File: src/hw/rtl/b64e_pkg.sv
// shared types, character codes and sextet mapping for the base64 stream encoder
package b64e_pkg;

	// one input beat: a raw byte and its end-of-message flag
	typedef struct packed {
		logic [7:0] in_byte;
		logic       final_byte;
	} in_beat_t;

	// one result beat: an ascii character and its end-of-message flag
	typedef struct packed {
		logic [6:0] out_char;
		logic       last_char;
	} out_beat_t;

	// pad codes: how many trailing '=' a group carries
	localparam logic [1:0] PAD_NONE = 2'd0;
	localparam logic [1:0] PAD_ONE  = 2'd1;
	localparam logic [1:0] PAD_TWO  = 2'd2;

	// character positions inside a group
	localparam logic [1:0] POS_0 = 2'd0;
	localparam logic [1:0] POS_1 = 2'd1;
	localparam logic [1:0] POS_2 = 2'd2;
	localparam logic [1:0] POS_3 = 2'd3;

	// a complete group handed from the packer to the serializer
	typedef struct packed {
		logic [23:0] bits;
		logic [1:0]  pad;
		logic        fin;
	} group_t;

	localparam logic [6:0] CH_UPPER = 7'h41;
	localparam logic [6:0] CH_LOWER = 7'h61;
	localparam logic [6:0] CH_DIGIT = 7'h30;
	localparam logic [6:0] CH_PLUS  = 7'h2B;
	localparam logic [6:0] CH_SLASH = 7'h2F;
	localparam logic [6:0] CH_PAD   = 7'h3D;

	localparam logic [5:0] SEXTET_LOWER = 6'd26;
	localparam logic [5:0] SEXTET_DIGIT = 6'd52;
	localparam logic [5:0] SEXTET_PLUS  = 6'd62;

	// standard alphabet lookup for one 6-bit value
	function automatic logic [6:0] sextet_char(input logic [5:0] v);
		logic [6:0] ch;
		if (v < SEXTET_LOWER) begin
			ch = CH_UPPER + {1'b0, v};
		end else if (v < SEXTET_DIGIT) begin
			ch = CH_LOWER + {1'b0, 6'(v - SEXTET_LOWER)};
		end else if (v < SEXTET_PLUS) begin
			ch = CH_DIGIT + {1'b0, 6'(v - SEXTET_DIGIT)};
		end else if (v == SEXTET_PLUS) begin
			ch = CH_PLUS;
		end else begin
			ch = CH_SLASH;
		end
		return ch;
	endfunction

endpackage

File: src/hw/rtl/b64e_front.sv
// byte packer: collects bytes into 24-bit groups and classifies the padding
module b64e_front import b64e_pkg::*; (
	input  logic     clk,
	input  logic     arst_n,
	input  logic     accept,
	input  in_beat_t data,
	output logic     enq,
	output group_t   grp
);

	logic [15:0] pend_bytes_q;
	logic [1:0]  pend_cnt_q;
	logic        two_pend;

	assign two_pend = pend_cnt_q[1];

	// a group closes on the third byte or on a final byte
	assign enq = accept && (two_pend || data.final_byte);

	always_comb begin
		grp.fin = data.final_byte;
		if (two_pend) begin
			grp.bits = {pend_bytes_q, data.in_byte};
			grp.pad  = PAD_NONE;
		end else if (pend_cnt_q == 2'd1) begin
			grp.bits = {pend_bytes_q[7:0], data.in_byte, 8'h00};
			grp.pad  = PAD_ONE;
		end else begin
			grp.bits = {data.in_byte, 16'h0000};
			grp.pad  = PAD_TWO;
		end
	end

	always_ff @(posedge clk or negedge arst_n) begin
		if (!arst_n) begin
			pend_bytes_q <= 16'h0000;
			pend_cnt_q   <= 2'd0;
		end else if (accept) begin
			if (enq) begin
				pend_bytes_q <= 16'h0000;
				pend_cnt_q   <= 2'd0;
			end else begin
				pend_bytes_q <= {pend_bytes_q[7:0], data.in_byte};
				pend_cnt_q   <= 2'(pend_cnt_q + 2'd1);
			end
		end
	end

	// count three is never reached
	a_cnt_range: assert property (@(posedge clk) disable iff (!arst_n)
		pend_cnt_q != 2'd3) else $error("pending count reached three");

endmodule

File: src/hw/rtl/b64e_gq.sv
// small group queue between packer and serializer
module b64e_gq import b64e_pkg::*; #(
	parameter int DEPTH = 4
) (
	input  logic   clk,
	input  logic   arst_n,
	input  logic   enq,
	input  group_t enq_grp,
	input  logic   deq,
	output group_t head,
	output logic   full,
	output logic   empty
);

	localparam int PW = (DEPTH > 1) ? $clog2(DEPTH) : 1;
	localparam int CW = $clog2(DEPTH + 1);

	group_t          entry_q [DEPTH];
	logic [PW-1:0]   wr_ptr_q;
	logic [PW-1:0]   rd_ptr_q;
	logic [CW-1:0]   cnt_q;
	logic            do_enq;
	logic            do_deq;

	assign full   = (cnt_q == CW'(DEPTH));
	assign empty  = (cnt_q == '0);
	assign do_enq = enq && !full;
	assign do_deq = deq && !empty;
	assign head   = entry_q[rd_ptr_q];

	always_ff @(posedge clk) begin
		if (do_enq) begin
			entry_q[wr_ptr_q] <= enq_grp;
		end
	end

	always_ff @(posedge clk or negedge arst_n) begin
		if (!arst_n) begin
			wr_ptr_q <= '0;
			rd_ptr_q <= '0;
			cnt_q    <= '0;
		end else begin
			if (do_enq) begin
				wr_ptr_q <= (wr_ptr_q == PW'(DEPTH - 1)) ? '0 : PW'(wr_ptr_q + 1'b1);
			end
			if (do_deq) begin
				rd_ptr_q <= (rd_ptr_q == PW'(DEPTH - 1)) ? '0 : PW'(rd_ptr_q + 1'b1);
			end
			if (do_enq && !do_deq) begin
				cnt_q <= CW'(cnt_q + 1'b1);
			end else if (do_deq && !do_enq) begin
				cnt_q <= CW'(cnt_q - 1'b1);
			end
		end
	end

	a_cnt_bound: assert property (@(posedge clk) disable iff (!arst_n)
		cnt_q <= CW'(DEPTH)) else $error("group queue count overflow");

	a_ptr_sync: assert property (@(posedge clk) disable iff (!arst_n)
		empty |-> (wr_ptr_q == rd_ptr_q)) else $error("empty queue with pointers apart");

endmodule

File: src/hw/rtl/b64e_back.sv
// serializer: head group to the result register, one character a cycle while free
module b64e_back import b64e_pkg::*; (
	input  logic      clk,
	input  logic      arst_n,
	input  group_t    head,
	input  logic      grp_empty,
	output logic      deq,
	input  logic      pop,
	output logic      empty,
	output out_beat_t result
);

	logic [1:0] pos_q;
	logic [1:0] out_pos_q;
	logic       out_vld_q;
	out_beat_t  out_q;
	logic       load;
	logic       is_pad;
	logic [5:0] sextet;
	out_beat_t  nxt;

	assign load   = (!out_vld_q || pop) && !grp_empty;
	assign deq    = load && (pos_q == POS_3);
	assign empty  = !out_vld_q;
	assign result = out_q;

	always_comb begin
		unique case (pos_q)
			POS_0:   sextet = head.bits[23:18];
			POS_1:   sextet = head.bits[17:12];
			POS_2:   sextet = head.bits[11:6];
			default: sextet = head.bits[5:0];
		endcase
		is_pad = ((pos_q == POS_3) && (head.pad != PAD_NONE)) ||
			((pos_q == POS_2) && (head.pad == PAD_TWO));
		nxt.out_char  = is_pad ? CH_PAD : sextet_char(sextet);
		nxt.last_char = (pos_q == POS_3) && head.fin;
	end

	always_ff @(posedge clk) begin
		if (load) begin
			out_q     <= nxt;
			out_pos_q <= pos_q;
		end
	end

	always_ff @(posedge clk or negedge arst_n) begin
		if (!arst_n) begin
			pos_q     <= POS_0;
			out_vld_q <= 1'b0;
		end else begin
			if (load) begin
				pos_q     <= 2'(pos_q + 2'd1);
				out_vld_q <= 1'b1;
			end else if (pop) begin
				out_vld_q <= 1'b0;
			end
		end
	end

	a_last_pos: assert property (@(posedge clk) disable iff (!arst_n)
		(out_vld_q && out_q.last_char) |-> (out_pos_q == POS_3))
		else $error("last flag away from fourth character");

	a_pad_pos: assert property (@(posedge clk) disable iff (!arst_n)
		(out_vld_q && (out_q.out_char == CH_PAD)) |-> (out_pos_q == POS_2 || out_pos_q == POS_3))
		else $error("pad in first half of a group");

	a_refill: assert property (@(posedge clk) disable iff (!arst_n)
		(!out_vld_q && !grp_empty) |=> out_vld_q)
		else $error("result register idle with a group waiting");

endmodule

File: src/hw/rtl/base64_stream_encoder.sv
// top level of the streaming base64 encoder: packer, group queue, serializer
// a group-closing byte is queued, then its first character loads the result register
// throughput: one character a cycle from the result register while pop is high and
//   a group waits, four per group; bursts of up to GQ_DEPTH groups are absorbed
// full follows the group queue; bytes that only fill the packer still need a free slot
// reset: arst_n clears pending bytes, queue pointers and the result valid flag at once
module base64_stream_encoder import b64e_pkg::*; #(
	parameter int GQ_DEPTH = 4  // group queue entries, two or more
) (
	input  logic      clk,
	input  logic      arst_n,
	// byte side
	input  logic      push,
	output logic      full,
	input  in_beat_t  data,
	// character side
	output logic      empty,
	input  logic      pop,
	output out_beat_t result
);

	logic   accept;
	logic   enq;
	group_t enq_grp;
	group_t head;
	logic   grp_empty;
	logic   deq;

	// a byte beat is taken whenever the queue has room
	assign accept = push && !full;

	// front: packs bytes, closes a group on the third or the final byte
	b64e_front u_front (
		.clk    (clk),
		.arst_n (arst_n),
		.accept (accept),
		.data   (data),
		.enq    (enq),
		.grp    (enq_grp)
	);

	// decoupling queue of finished groups
	b64e_gq #(
		.DEPTH (GQ_DEPTH)
	) u_gq (
		.clk     (clk),
		.arst_n  (arst_n),
		.enq     (enq),
		.enq_grp (enq_grp),
		.deq     (deq),
		.head    (head),
		.full    (full),
		.empty   (grp_empty)
	);

	// back: four characters per group, padding and last flag applied
	b64e_back u_back (
		.clk       (clk),
		.arst_n    (arst_n),
		.head      (head),
		.grp_empty (grp_empty),
		.deq       (deq),
		.pop       (pop),
		.empty     (empty),
		.result    (result)
	);

endmodule

File: config.mk
export PLATFORM = sky130hd
export DESIGN_NAME = base64_stream_encoder
export DESIGN_NICKNAME = d
export VERILOG_FILES = /design/src/hw/rtl/b64e_pkg.sv /design/src/hw/rtl/b64e_front.sv /design/src/hw/rtl/b64e_gq.sv /design/src/hw/rtl/b64e_back.sv /design/src/hw/rtl/base64_stream_encoder.sv
export SDC_FILE = /design/constraint.sdc
export NUM_CORES = 1
export LEC_CHECK = 0
export BUFFER_PORTS_ARGS = -buffer_cell sky130_fd_sc_hd__buf_2
export CORE_MARGIN = 3
export CORE_UTILIZATION = 45
export CTS_CLUSTER_DIAMETER = 120
export DETAILED_ROUTE_END_ITERATION = 8
export PLACE_DENSITY = 0.66
export SYNTH_ARGS = -nofsm -noshare
export SYNTH_HDL_FRONTEND = slang
export SYNTH_SLANG_ARGS = --single-unit
export TNS_END_PERCENT = 30
File: constraint.sdc
create_clock -name clk -period 3.6 [get_ports clk]
set_clock_uncertainty 0.05 [all_clocks]
set_input_delay 0.72 -clock clk [delete_from_list [all_inputs] [get_ports clk]]
set_output_delay 0.72 -clock clk [all_outputs]
set_load 0.01 [all_outputs]
==> flow_summary.yaml <==
sta:
  max_slew_margin_pct: 45.9
  timing.fmax_mhz: 293
  tightestPinTransition_ns: 0.803
  final_period_minus_worst_setup_slack_ns: 3.42
  finalHoldViolCount: 0
  layout_worst_path_cycle_share_pct: 94.9
  slew_violations: 0
  finalSetupViolCount: 0
yosys:
  synth_top_cell_area_share_pct: 51.9
  synth.most_common_cell: "sky130_fd_sc_hd__edfxtp_1"
  yosysSeqAreaShare_pct: 62.4
  synth_flop_cell: "sky130_fd_sc_hd__edfxtp_1"
  netlist_instances: 480
  synth-edff-count: 116
  async_reset_ff_share_pct: 19.4
  yosys_warnings: 0
  ys_seq_elements: 144
  synthTopCellsByArea: "sky130_fd_sc_hd__edfxtp_1 52%, sky130_fd_sc_hd__dfrtp_1 10%, sky130_fd_sc_hd__mux2_2 5.2%, sky130_fd_sc_hd__ha_1 4.1%, sky130_fd_sc_hd__mux4_2 4.0%"
  post_synth.cell_area_avg_um2: 14.0
  netlist_area_um2: 6710
  syn_nets: 516
  synth.top_cells.by_count: "116 x sky130_fd_sc_hd__edfxtp_1, 55 x sky130_fd_sc_hd__nand2_1, 37 x sky130_fd_sc_hd__o21ai_0"
  yosysUniqueCellTypes: 59
  post-synth-top-area-cell: "sky130_fd_sc_hd__edfxtp_1"
clock_network:
  cts_tree: "built"
  cts_buffers: 17
  clockRootBuffer: "sky130_fd_sc_hd__clkbuf_16"
  cts_hold_buf: 0
  latest_clock_arrival_within_the_worst_skew_pair_ns: 0.42
  path_clk_slew_ns: 0.06
  clockBufferDepth: 2
  clock_tree.htree_level_count: 4
  clock_sink_count: 144
job:
  cap_viol_max_count: 0
die:
  fp.dieH_um: 128
  placement_rows: 43
  die_area_um2: 16400
  die_x_um: 128
  i_o_pins: 23
  initial_core_util_pct: 47.2
  floorplan.core_area_um2: 14200
power_and_ir_drop:
  power_per_cell_area_nw_per_um2: 1010
  power.static_leakage_uw: 0.00280
  vdd_drop_max_mv: 0.473
  finalPower_uw: 7750
finish:
  n_antenna_cell: 0
  final_nets: 558
  fillCellCount: 1175
  drive_gt1_share_pct: 23.9
  post_layout_instance_area_um2: 7660
  syn2layout_area_growth_pct: 14.2
global_routing:
  grt_usage_pct: 17.7
  grt-ovfl-total: 0
  grt_pass1_wl_um: 21700
  via_count_of_the_first_global_routing_pass: 4018
  grt_max_degree: 39
  antenna_found_initial: 0
setup_path:
  path_common_cell: "sky130_fd_sc_hd__nor3_1"
  reg2reg_from: "u_gq.rd_ptr_q[1]"
  cp.arrival_ns: 3.49
  timing.rr.end: "u_back.result[5]"
  cp-end-kind: "register"
  timing.critical_path.required_ns: 3.68
  critical-path-max-stage-delay_ns: 0.51
  crit_chain: "buf_12 -> mux2_2 -> a222oi_1 -> a31oi_2 -> ha_2 -> nor3_1 -> nor3_1 -> xnor3_1 -> nand2_1 -> a41oi_1"
  worst-r2r-setup-slack_ns: 0.18
  timing.critical_path.from_type: "register"
  critPathSlowestCell: "sky130_fd_sc_hd__a222oi_1"
  critical_path.max_fanout: 25
  worst-setup-path-type: "register to register"
  worstRegToRegCells: 10
routing:
  dr_total_vias: 4121
  detail_route.first_pass.iterations: 5
  drc: 0
  post_drt_via_cell_ratio: 5.76
  wl_per_cell_um: 19.2
  routed_antenna_nets: 0
  route.final.wire_length_um: 13700
  drt-initial-drc-count: 376
run_status:
  outcome: "complete, no violations"
hold_path:
  min_path_type: "input pin to asynchronous set/reset pin"
place:
  port-buffer-count: 22
  place_congestion: 0.881
  post-dp-hpwl_um: 9430
  post_dp_cell_area_um2: 7100
==> area by class of cell <==
cell class	instances	area, um^2	area share [%]
inverters	17	63.8	0.833
well taps	180	225	2.94
clock inverters	14	115	1.50
clock buffers	18	429	5.60
flip-flops and latches	144	4190	54.6
multi-input cells	296	2340	30.6
repair buffers	46	303	3.95
==> metal layers <==
layer,up-vias,routed length (um),GRT usage (%)
li1,1899,-,-
met1,2023,6050,25.0
met2,179,6430,26.7
met3,20,1030,4.50
met4,0,237,6.43
met5,-,0,0
==> critical path, delay by kind of cell (launching register included) <==
kind,cells,cell delay (ns)
compound gates,3,0.85
mux,1,0.36
simple gates,3,0.58
fa+ha+maj,1,0.28
xor+xnor,1,0.38
buf+inv,1,0.21
flops,1,0.40
==> layout by cell type, fill, tap and decap left out, types with 2 or more instances in the layout <==
cell type / count
sky130_fd_sc_hd__a21o_1: 2
sky130_fd_sc_hd__a21oi_1: 8
sky130_fd_sc_hd__a221oi_1: 3
sky130_fd_sc_hd__a222oi_1: 5
sky130_fd_sc_hd__a22o_1: 7
sky130_fd_sc_hd__a22oi_1: 7
sky130_fd_sc_hd__a31oi_1: 3
sky130_fd_sc_hd__and2_1: 17
sky130_fd_sc_hd__and3_1: 2
sky130_fd_sc_hd__buf_2: 22
sky130_fd_sc_hd__buf_4: 23
sky130_fd_sc_hd__clkbuf_16: 17
sky130_fd_sc_hd__clkinv_1: 2
sky130_fd_sc_hd__clkinv_2: 4
sky130_fd_sc_hd__clkinvlp_4: 3
sky130_fd_sc_hd__dfrtp_1: 27
sky130_fd_sc_hd__edfxtp_1: 116
sky130_fd_sc_hd__ha_1: 21
sky130_fd_sc_hd__inv_1: 17
sky130_fd_sc_hd__inv_6: 3
sky130_fd_sc_hd__mux2_2: 31
sky130_fd_sc_hd__mux2_4: 2
sky130_fd_sc_hd__mux2i_1: 9
sky130_fd_sc_hd__mux4_2: 12
sky130_fd_sc_hd__nand2_1: 55
sky130_fd_sc_hd__nand2b_1: 3
sky130_fd_sc_hd__nand3_1: 4
sky130_fd_sc_hd__nand3b_1: 2
sky130_fd_sc_hd__nand4_1: 2
sky130_fd_sc_hd__nor2_1: 11
sky130_fd_sc_hd__nor2b_1: 7
sky130_fd_sc_hd__nor3_1: 6
sky130_fd_sc_hd__nor4_1: 2
sky130_fd_sc_hd__o211ai_1: 2
sky130_fd_sc_hd__o21ai_0: 36
sky130_fd_sc_hd__xnor2_1: 6
sky130_fd_sc_hd__xor2_1: 4
==> stage by stage <==
step | instances | setup TNS, ns | worst slack (ns) | hold slack [ns] | utilization [%]
3_5_place_dp | 683 | 0 | 0.0653 | 0.421 | 50.0
6_report | 715 | 0 | 0.184 | 0.287 | 54.0
2_1_floorplan | 480 | 0 | 0.323 | 0.374 | -
4_1_cts | 715 | 0 | 0.0485 | 0.299 | 53.8
5_1_grt | 715 | -0.107 | -0.0555 | 0.318 | 54.0
3_3_place_gp | 683 | 0 | 0.204 | 0.411 | 50.0
==> power by group <==
part	switching, uW	leakage, uW	internal, uW
clock	672	0.000262	945
sequential	152	0.00143	2370
combinational	2060	0.00111	1550
total	2880	0.00280	4870
==> how the worst max path moves through the flow <==
stage | start | end | cells past startpoint
CTS | u_gq.rd_ptr_q[0] | u_back.result[6] | 10
global route | u_gq.rd_ptr_q[1] | u_back.result[6] | 10
finish | u_gq.rd_ptr_q[1] | u_back.result[5] | 10
floorplan | u_gq.rd_ptr_q[0] | u_back.result[6] | 12
global placement | u_gq.rd_ptr_q[0] | u_back.result[6] | 10
detailed placement | u_gq.rd_ptr_q[0] | u_back.result[6] | 10
==> sequential cells by signal, indices dropped and copies added (netlist names) <==
register              cells
u_back.pos_q              2
u_gq.wr_ptr_q             2
u_gq.rd_ptr_q             2
u_back.out_vld_q          1
u_gq.entry_q            108
u_front.pend_bytes_q     16
u_front.pend_cnt_q        2
u_gq.cnt_q                3
u_back.result             8
==> logic make-up (layout without fill, tap and decap cells) <==
| family | Yosys count | after routing | share of synthesized area [%] |
|---|---|---|---|
| AOI/OAI and AO/OA | 91 | 91 | 9.08 |
| adders and majority gates | 23 | 23 | 4.40 |
| and+or+nand+nor | 117 | 117 | 8.47 |
| muxes | 54 | 54 | 11.0 |
| xor gates and xnor gates | 11 | 11 | 1.64 |
| buffers and inverters | 40 | 95 | 3.04 |
| DFF | 144 | 144 | 62.4 |
==> what timing repair did <==
| action | 4_1_cts | 5_1_grt |
|---|---|---|
| setup endpoints to repair | 0 | 6 |
| setup buffers | 0 | 0 |
| gates resized for setup | 0 | 7 |
| endpoints found under the hold margin | 0 | 0 |
No activity file was read; power rests on OpenSTA's default activity.
